### src/hdl/omps_pkg.sv
`timescale 1ns / 1ps

package omps_pkg;

    // Sequencer states of the search engine.
    typedef enum logic [1:0] {
        S_IDLE,
        S_CMP,
        S_LAST,
        S_OUT
    } t_state;

    // Input word modes.
    localparam logic MODE_PATTERN = 1'b0;
    localparam logic MODE_TEXT    = 1'b1;

    // Result word kinds.
    localparam logic KIND_MATCH   = 1'b0;
    localparam logic KIND_SUMMARY = 1'b1;

    // Largest value carried by a 16-bit result field.
    localparam logic [32:0] OUT16_MAX = 33'd65535;

    // Saturate a counter value of up to 33 bits into a 16-bit result field.
    function automatic logic [15:0] f_clip16(input logic [32:0] v);
        logic [15:0] r;
        if (v > OUT16_MAX) begin
            r = 16'hFFFF;
        end else begin
            r = v[15:0];
        end
        return r;
    endfunction

endpackage

### src/hdl/omps_ram.sv
`timescale 1ns / 1ps

module omps_ram #(
    parameter int WIDTH = 8,
    parameter int DEPTH = 64,
    parameter int AW    = 6
) (
    input  logic             i_clk,
    input  logic             i_we,
    input  logic [AW-1:0]    i_waddr,
    input  logic [WIDTH-1:0] i_wdata,
    input  logic [AW-1:0]    i_raddr,
    output logic [WIDTH-1:0] o_rdata
);

    logic [WIDTH-1:0] r_mem [DEPTH];
    logic [WIDTH-1:0] r_rdata;

    // One write port and one registered read port.
    always_ff @(posedge i_clk) begin
        if (i_we) begin
            r_mem[i_waddr] <= i_wdata;
        end
        r_rdata <= r_mem[i_raddr];
    end

    assign o_rdata = r_rdata;

endmodule

### src/hdl/omps_cmp.sv
`timescale 1ns / 1ps

module omps_cmp (
    input  logic       i_clk,
    input  logic       i_clear,
    input  logic       i_valid,
    input  logic [7:0] i_text,
    input  logic [7:0] i_pat,
    output logic       o_within
);

    logic [1:0] r_diffs;
    logic [1:0] n_diffs;
    logic       w_miss;

    // One byte compare per cycle; the mismatch count saturates at two.
    always_comb begin
        w_miss  = i_valid && (i_text != i_pat);
        n_diffs = r_diffs;
        if (w_miss && (r_diffs != 2'd2)) begin
            n_diffs = r_diffs + 2'd1;
        end
    end

    always_ff @(posedge i_clk) begin
        if (i_clear) begin
            r_diffs <= 2'd0;
        end else begin
            r_diffs <= n_diffs;
        end
    end

    // The window is a hit while at most one byte differs, current byte included.
    assign o_within = (n_diffs <= 2'd1);

endmodule

### src/hdl/one_mismatch_pattern_search.sv
`timescale 1ns / 1ps
// Channel   Direction  Handshake           Word
// input     in         i_valid / o_ready   i_mode, i_symbol, i_end_of_text
// result    out        o_valid / i_ready   o_kind, o_position, o_match_total,
//                                          o_pattern_overflow, o_final_res
// A pattern word goes to the pattern RAM, or sets the overflow flag once that is full.
// A text word is written to the buffer, then passes the shared byte comparator when a
// full window of pattern length L is held; each result word is held until it is taken.
// The comparator reads one pattern byte and one window byte per cycle from two RAMs.
// Reset is synchronous, active low, and clears all control state; the RAMs keep data.
// The block takes no input word until every result of the current word is taken.

module one_mismatch_pattern_search
    import omps_pkg::*;
#(
    parameter int PAT_MAX    = 64,
    parameter int COUNT_BITS = 16
) (
    input  logic        i_clk,
    input  logic        i_rst_n,
    input  logic        i_valid,
    output logic        o_ready,
    input  logic        i_mode,
    input  logic [7:0]  i_symbol,
    input  logic        i_end_of_text,
    output logic        o_valid,
    input  logic        i_ready,
    output logic        o_kind,
    output logic [15:0] o_position,
    output logic [15:0] o_match_total,
    output logic        o_pattern_overflow,
    output logic        o_final_res
);

    localparam int AW = (PAT_MAX > 1) ? $clog2(PAT_MAX) : 1;
    localparam int LW = $clog2(PAT_MAX + 1);
    localparam int SW = LW + 1;
    localparam int CB = COUNT_BITS;

    t_state          r_state, n_state;
    logic [LW-1:0]   r_len, n_len;
    logic            r_ovf, n_ovf;
    logic            r_text, n_text;
    logic [AW-1:0]   r_head, n_head;
    logic [LW-1:0]   r_fill, n_fill;
    logic [CB-1:0]   r_seen, n_seen;
    logic [CB-1:0]   r_cnt, n_cnt;
    logic [AW-1:0]   r_k, n_k;
    logic [AW-1:0]   r_taddr, n_taddr;
    logic            r_pend, n_pend;
    logic            r_eot, n_eot;
    logic            r_kind, n_kind;
    logic [15:0]     r_pos, n_pos;
    logic [15:0]     r_total, n_total;

    logic            w_pat_we;
    logic [AW-1:0]   w_pat_waddr;
    logic            w_txt_we;
    logic [7:0]      w_pat_rdata;
    logic [7:0]      w_txt_rdata;
    logic            w_clear;
    logic            w_within;
    logic [LW-1:0]   w_len_eff;
    logic [SW-1:0]   w_start;
    logic [CB:0]     w_pos_full;

    // Pattern and text window storage.
    omps_ram #(.WIDTH(8), .DEPTH(PAT_MAX), .AW(AW)) u_pat_ram (
        .i_clk   (i_clk),
        .i_we    (w_pat_we),
        .i_waddr (w_pat_waddr),
        .i_wdata (i_symbol),
        .i_raddr (r_k),
        .o_rdata (w_pat_rdata)
    );

    omps_ram #(.WIDTH(8), .DEPTH(PAT_MAX), .AW(AW)) u_txt_ram (
        .i_clk   (i_clk),
        .i_we    (w_txt_we),
        .i_waddr (r_head),
        .i_wdata (i_symbol),
        .i_raddr (r_taddr),
        .o_rdata (w_txt_rdata)
    );

    // Shared byte comparator.
    omps_cmp u_cmp (
        .i_clk    (i_clk),
        .i_clear  (w_clear),
        .i_valid  (r_pend),
        .i_text   (w_txt_rdata),
        .i_pat    (w_pat_rdata),
        .o_within (w_within)
    );

    // Start of a match window, measured back from the newest text byte.
    assign w_pos_full = {1'b0, r_seen} - (CB + 1)'(r_len) + (CB + 1)'(1);

    // State register.
    always_ff @(posedge i_clk) begin
        if (!i_rst_n) begin
            r_state <= S_IDLE;
            r_len   <= '0;
            r_ovf   <= 1'b0;
            r_text  <= 1'b0;
            r_head  <= '0;
            r_fill  <= '0;
            r_seen  <= '0;
            r_cnt   <= '0;
            r_pend  <= 1'b0;
        end else begin
            r_state <= n_state;
            r_len   <= n_len;
            r_ovf   <= n_ovf;
            r_text  <= n_text;
            r_head  <= n_head;
            r_fill  <= n_fill;
            r_seen  <= n_seen;
            r_cnt   <= n_cnt;
            r_pend  <= n_pend;
        end
    end

    // Payload registers of the sequencer and the result word.
    always_ff @(posedge i_clk) begin
        r_k     <= n_k;
        r_taddr <= n_taddr;
        r_eot   <= n_eot;
        r_kind  <= n_kind;
        r_pos   <= n_pos;
        r_total <= n_total;
    end

    // Next state and outputs of the sequencer.
    always_comb begin
        n_state     = r_state;
        n_len       = r_len;
        n_ovf       = r_ovf;
        n_text      = r_text;
        n_head      = r_head;
        n_fill      = r_fill;
        n_seen      = r_seen;
        n_cnt       = r_cnt;
        n_k         = r_k;
        n_taddr     = r_taddr;
        n_pend      = 1'b0;
        n_eot       = r_eot;
        n_kind      = r_kind;
        n_pos       = r_pos;
        n_total     = r_total;
        w_pat_we    = 1'b0;
        w_pat_waddr = '0;
        w_txt_we    = 1'b0;
        w_clear     = 1'b0;
        w_len_eff   = r_len;
        w_start     = '0;
        o_ready     = 1'b0;
        o_valid     = 1'b0;

        unique case (r_state)
            S_IDLE: begin
                o_ready = 1'b1;
                if (i_valid && (i_mode == MODE_PATTERN)) begin
                    // A pattern word after text starts a new search from scratch.
                    if (r_text) begin
                        w_len_eff = '0;
                        n_text    = 1'b0;
                        n_ovf     = 1'b0;
                        n_seen    = '0;
                        n_cnt     = '0;
                        n_fill    = '0;
                    end
                    if (w_len_eff < LW'(PAT_MAX)) begin
                        w_pat_we    = 1'b1;
                        w_pat_waddr = w_len_eff[AW-1:0];
                        n_len       = w_len_eff + LW'(1);
                    end else begin
                        n_ovf = 1'b1;
                    end
                end else if (i_valid) begin
                    // Text word: push into the circular window and bump the counters.
                    w_txt_we = 1'b1;
                    n_text   = 1'b1;
                    n_eot    = i_end_of_text;
                    w_clear  = 1'b1;
                    if (SW'(r_head) == SW'(PAT_MAX - 1)) begin
                        n_head = '0;
                    end else begin
                        n_head = r_head + AW'(1);
                    end
                    if (r_fill != LW'(PAT_MAX)) begin
                        n_fill = r_fill + LW'(1);
                    end
                    if (r_seen != '1) begin
                        n_seen = r_seen + CB'(1);
                    end
                    w_start = SW'(n_head) + SW'(PAT_MAX) - SW'(r_len);
                    if (w_start >= SW'(PAT_MAX)) begin
                        w_start = w_start - SW'(PAT_MAX);
                    end
                    n_k     = '0;
                    n_taddr = w_start[AW-1:0];
                    if ((r_len != '0) && (n_fill >= r_len)) begin
                        n_state = S_CMP;
                    end else if (i_end_of_text) begin
                        n_kind  = KIND_SUMMARY;
                        n_pos   = '0;
                        n_total = f_clip16(33'(r_cnt));
                        n_state = S_OUT;
                    end
                end
            end

            S_CMP: begin
                // Issue one pattern and one window read per cycle.
                n_pend = 1'b1;
                n_k    = r_k + AW'(1);
                if (SW'(r_taddr) == SW'(PAT_MAX - 1)) begin
                    n_taddr = '0;
                end else begin
                    n_taddr = r_taddr + AW'(1);
                end
                if (LW'(r_k) == (r_len - LW'(1))) begin
                    n_state = S_LAST;
                end
            end

            S_LAST: begin
                // The last byte compare settles the verdict.
                if (w_within) begin
                    if (r_cnt != '1) begin
                        n_cnt = r_cnt + CB'(1);
                    end
                    n_kind  = KIND_MATCH;
                    n_pos   = f_clip16(33'(w_pos_full));
                    n_total = f_clip16(33'(n_cnt));
                    n_state = S_OUT;
                end else if (r_eot) begin
                    n_kind  = KIND_SUMMARY;
                    n_pos   = '0;
                    n_total = f_clip16(33'(r_cnt));
                    n_state = S_OUT;
                end else begin
                    n_state = S_IDLE;
                end
            end

            S_OUT: begin
                // Hold the result word; a summary may follow a match report.
                o_valid = 1'b1;
                if (i_ready) begin
                    if ((r_kind == KIND_MATCH) && r_eot) begin
                        n_kind  = KIND_SUMMARY;
                        n_pos   = '0;
                        n_total = f_clip16(33'(r_cnt));
                    end else if (r_kind == KIND_SUMMARY) begin
                        n_seen  = '0;
                        n_cnt   = '0;
                        n_fill  = '0;
                        n_state = S_IDLE;
                    end else begin
                        n_state = S_IDLE;
                    end
                end
            end

            default: begin
                n_state = S_IDLE;
            end
        endcase
    end

    assign o_kind             = r_kind;
    assign o_position         = r_pos;
    assign o_match_total      = r_total;
    assign o_pattern_overflow = r_ovf;
    assign o_final_res        = r_kind;

endmodule

### config.mk
export PLATFORM = sky130hd
export DESIGN_NAME = one_mismatch_pattern_search
export DESIGN_NICKNAME = d
export VERILOG_FILES = /design/src/hdl/omps_pkg.sv /design/src/hdl/omps_ram.sv /design/src/hdl/omps_cmp.sv /design/src/hdl/one_mismatch_pattern_search.sv
export SDC_FILE = /design/constraint.sdc
export NUM_CORES = 1
export LEC_CHECK = 0
export BUFFER_PORTS_ARGS = -buffer_cell sky130_fd_sc_hd__buf_4
export CAP_MARGIN = 25
export CORE_MARGIN = 2
export CORE_UTILIZATION = 45
export CTS_CLUSTER_SIZE = 8
export DETAILED_ROUTE_END_ITERATION = 16
export GPL_TIMING_DRIVEN = 0
export PLACE_DENSITY = 0.56
export SYNTH_ARGS = -nofsm -noshare
export SYNTH_HDL_FRONTEND = slang
export SYNTH_SLANG_ARGS = --single-unit
### constraint.sdc
create_clock -name i_clk -period 6.8 [get_ports i_clk]
set_clock_uncertainty 0.2 [all_clocks]
set_input_delay 1.36 -clock i_clk [delete_from_list [all_inputs] [get_ports i_clk]]
set_output_delay 1.36 -clock i_clk [all_outputs]
set_load 0.01 [all_outputs]
==> run summary <==
SYNTH
--------------------------------------------------------------------------------
Nets in the synthesized netlist                                             2543
Post-synth EDFFs                                                            1070
Number of warnings reported in the yosys synthesis log                         0
Cells after Synth                                                           2474
Cell area after synthesis                                            46700 sq um
Number of storage elements in the synthesis netlist                         1145
Top flip-flop cell by instance count after synthesis                    edfxtp_1
Average cell area after synthesis                                     18.9 sq um
Async set or reset register ratio after synthesis                             0%
Synth unique cells                                                            69
Seq/Total Area, Yosys                                                      72.1%

GLOBAL ROUTE
--------------------------------------------------------------------------------
Number of antenna violations at the first check in global routing              1
Sum of overflow across all layers after global routing                         0
Via count of the first global-routing pass                                 25225
Wire length of the first global-routing pass                              174 mm
Maximum number of pins on one net before global-route repair                  94
Overall Global Routing Usage                                               22.7%

DIE
--------------------------------------------------------------------------------
Die Width                                                                 326 um
Number of core rows                                                          118
Ports placed on the boundary                                                  51
Area of the core region                                             103000 sq um
Vertical die dimension                                                    326 um
Die footprint                                                       106000 sq um
Initial core utilization                                                   45.2%

WORST SETUP PATH
--------------------------------------------------------------------------------
Arrival time of the worst setup path                                     4.80 ns
Critical path required time                                              7.05 ns
Max Fanout on Critical Path                                                   10
Critical path capture point type                                       flip-flop
Reg2Reg Depth                                                                 12
Kind of critical path                                               flip-flop to flip-flop
Worst Setup Start Kind                                                 flip-flop

TIMING
--------------------------------------------------------------------------------
Share of the cycle needed by the critical path after routing               67.0%
Worst hold slack                                                        0.328 ns
Transition time at the pin with the least slew margin                    1.14 ns
Setup TNS Final                                                             0 ns
Total count of hold-check failures in the final report                         0
Setup repair after global routing missed its margin                           no
Worst Slack Setup Final                                                  2.24 ns
Clock period minus worst slack                                           4.56 ns
Number of max-slew violations in the final report                              0
Max-Slew Margin vs Limit                                                   24.3%
Achievable frequency                                                   0.220 GHz
Count of final setup violators                                                 0

DRT
--------------------------------------------------------------------------------
Detailed-route wire length                                                119 mm
Initial DRC Count                                                           2640
Detail-routed via count per cell                                            5.97
Drt drc                                                                        0
Vias post-DR                                                               24877
Number of nets with antenna violations after detailed routing                  0
Average wire length per cell after detail routing                        28.5 um
Pre-antenna DRT Iters                                                          8

LAYOUT
--------------------------------------------------------------------------------
Final cell area excluding filler cells                               53700 sq um
Highest-count cells in the layout ignoring fill and taps            1070 x edfxtp_1, 320 x mux4_2, 225 x nor2_1
Leading cell type in the layout, fill and taps excluded                 edfxtp_1
Area overhead of the layout relative to synthesis                          15.1%
Number of nets in the layout                                                2783
Ratio of cells with drive above 1 in the final layout                      23.0%

POWER
--------------------------------------------------------------------------------
Power dissipated by switching net loads                                  5.26 mW
Part of the power in combinational logic                                   20.6%
Peak supply drop                                                          295 uV
Leakage power                                                            17.1 nW
Net switching fraction of the power                                        27.4%
Clk pwr share                                                              37.6%
Power density cells                                                  358 nW/um^2
Seq pwr share                                                              41.8%
Internal power of the cells                                              14.0 mW

STATUS
--------------------------------------------------------------------------------
Status                                                              finished, final reports clean

RUN
--------------------------------------------------------------------------------
Number of max-capacitance violations reported                                  0

CLOCK TREE
--------------------------------------------------------------------------------
Number of buffers added by the clock tree synthesis step                     161
Root cell of the clock tree                                            clkbuf_16
Maximum buffer depth of the clock tree                                         3
Post-CTS setup buffers                                                         0
Clock latency at the later pin of the worst-skew pair                    0.76 ns
Total of hold buffers inserted after clock tree synthesis                      0
CTS clock-pin slew for the worst setup and hold paths                    0.06 ns
CTS tree                                                                     yes
TritonCTS Sinks                                                             1145
CTS HTree Levels                                                               4
PostCTS Resize Cnt                                                             0

MIN PATH
--------------------------------------------------------------------------------
Count of cells along the worst hold path                                       2
Path class of the lowest-slack min-delay path                       flip-flop to flip-flop

PLACED DESIGN
--------------------------------------------------------------------------------
Post-placement setup slack                                               1.67 ns
Number of port buffers                                                        49
Final HPWL from detailed placement                                       79.2 mm
Cell area reported after detailed placement                          49100 sq um
Final weighted congestion in routability-driven placement                  0.853

==> power by group through the flow <==
stage / Clock, mW / Combinational [mW] / Sequential, mW
floorplan: 0 / 2.39 / 8.16
global placement: 0 / 3.85 / 8.18
detailed placement: 0 / 3.94 / 8.16
CTS: 7.35 / 3.96 / 8.04
global route: 7.64 / 4.18 / 8.04
finish: 7.23 / 3.96 / 8.04
==> Yosys cell counts, types with 13 or more instances <==
cell type,count,share of area (%)
a21o_1,13,0.21
a21oi_1,65,0.70
and3_1,15,0.20
buf_1,14,0.11
buf_2,27,0.29
clkbuf_1,70,0.56
dfxtp_1,75,3.2
edfxtp_1,1070,69
ha_1,53,1.4
inv_1,40,0.32
mux4_2,320,15
nand2_1,77,0.62
nand3_1,48,0.51
nand4_1,18,0.24
nor2_1,225,1.8
nor2b_1,15,0.20
nor3_1,15,0.16
o21ai_0,41,0.44
o22ai_1,22,0.29
or2_2,15,0.20
or3_1,18,0.24
xnor2_1,33,0.62
xor2_1,27,0.51
==> metrics by stage <==
step           power [mW]  cells  util [%]
2_1_floorplan        10.6   2474         -
3_5_place_dp         12.1   3924      47.6
3_3_place_gp         12.0   3903      47.2
4_1_cts              19.3   4159      52.0
6_report             19.2   4167      52.0
5_1_grt              19.9   4166      52.0
==> area by class of cell <==
type | count | area, sq um
antenna | 1 | 2.50
buffer | 120 | 537
clock buffer | 223 | 4350
clock inverter | 12 | 146
fill | 8218 | 49500
inverter | 42 | 158
multi-input combinational | 1167 | 12400
sequential | 1145 | 33600
tap | 1380 | 1730
timing repair buffer | 77 | 808
==> kinds of logic after synthesis <==
family | count (synthesis) | share of synthesized area (%)
adder cells (fa/ha/maj) | 55 | 1.51
buffers and inverters | 162 | 1.49
AO/OA/AOI/OAI | 218 | 3.00
AND/OR/NAND/NOR | 503 | 5.11
multiplexers | 331 | 15.7
XOR/XNOR | 60 | 1.13
flip-flops | 1145 | 72.1
==> routing by layer <==
metal  global-route usage [%]  part of all wire, %  vias to the layer above
li1                         -                    -                    10518
met1                     33.5                   45                    13176
met2                     33.9                   45                      988
met3                     5.30                  7.9                      195
met4                     6.22                  2.1                        0
met5                        0                    0                        -
==> sequential cells by signal (all words and copies together), names as in the netlist <==
| signal | count |
|---|---|
| u_txt_ram.r_mem | 512 |
| u_pat_ram.o_rdata | 8 |
| r_state | 2 |
| r_k | 6 |
| u_txt_ram.o_rdata | 8 |
| o_position | 16 |
| u_pat_ram.r_mem | 512 |
| r_taddr | 6 |
| o_final_res | 1 |
| r_fill | 7 |
| r_pend | 1 |
| r_cnt | 16 |
| r_len | 7 |
| r_head | 6 |
| o_match_total | 16 |
| r_seen | 16 |
| r_text | 1 |
| u_cmp.r_diffs | 2 |
| r_eot | 1 |
| o_pattern_overflow | 1 |
==> critical path, stage by stage (launching register included) <==
cell and delay [ns]:
dfxtp_1 0.33, inv_1 0.11, ha_1 0.16, or4b_2 0.60, nor3b_2 0.39, mux2_2 0.42, ha_1 0.18, a21oi_1 0.15
a21oi_1 0.08, o41ai_1 0.67, nand3_1 0.16, o211ai_1 0.44, buf_4 0.34
==> final timing paths <==
kind                                  startpoint                to  slack (ns)
worst max-delay path                   r_fill[0]  o_match_total[4]        2.24
worst max register to register         r_fill[0]  o_match_total[4]        2.24
worst min register to register  u_cmp.r_diffs[0]  u_cmp.r_diffs[0]        0.33
worst min-delay path            u_cmp.r_diffs[0]  u_cmp.r_diffs[0]        0.33
Power figures use the tool's default switching activity.
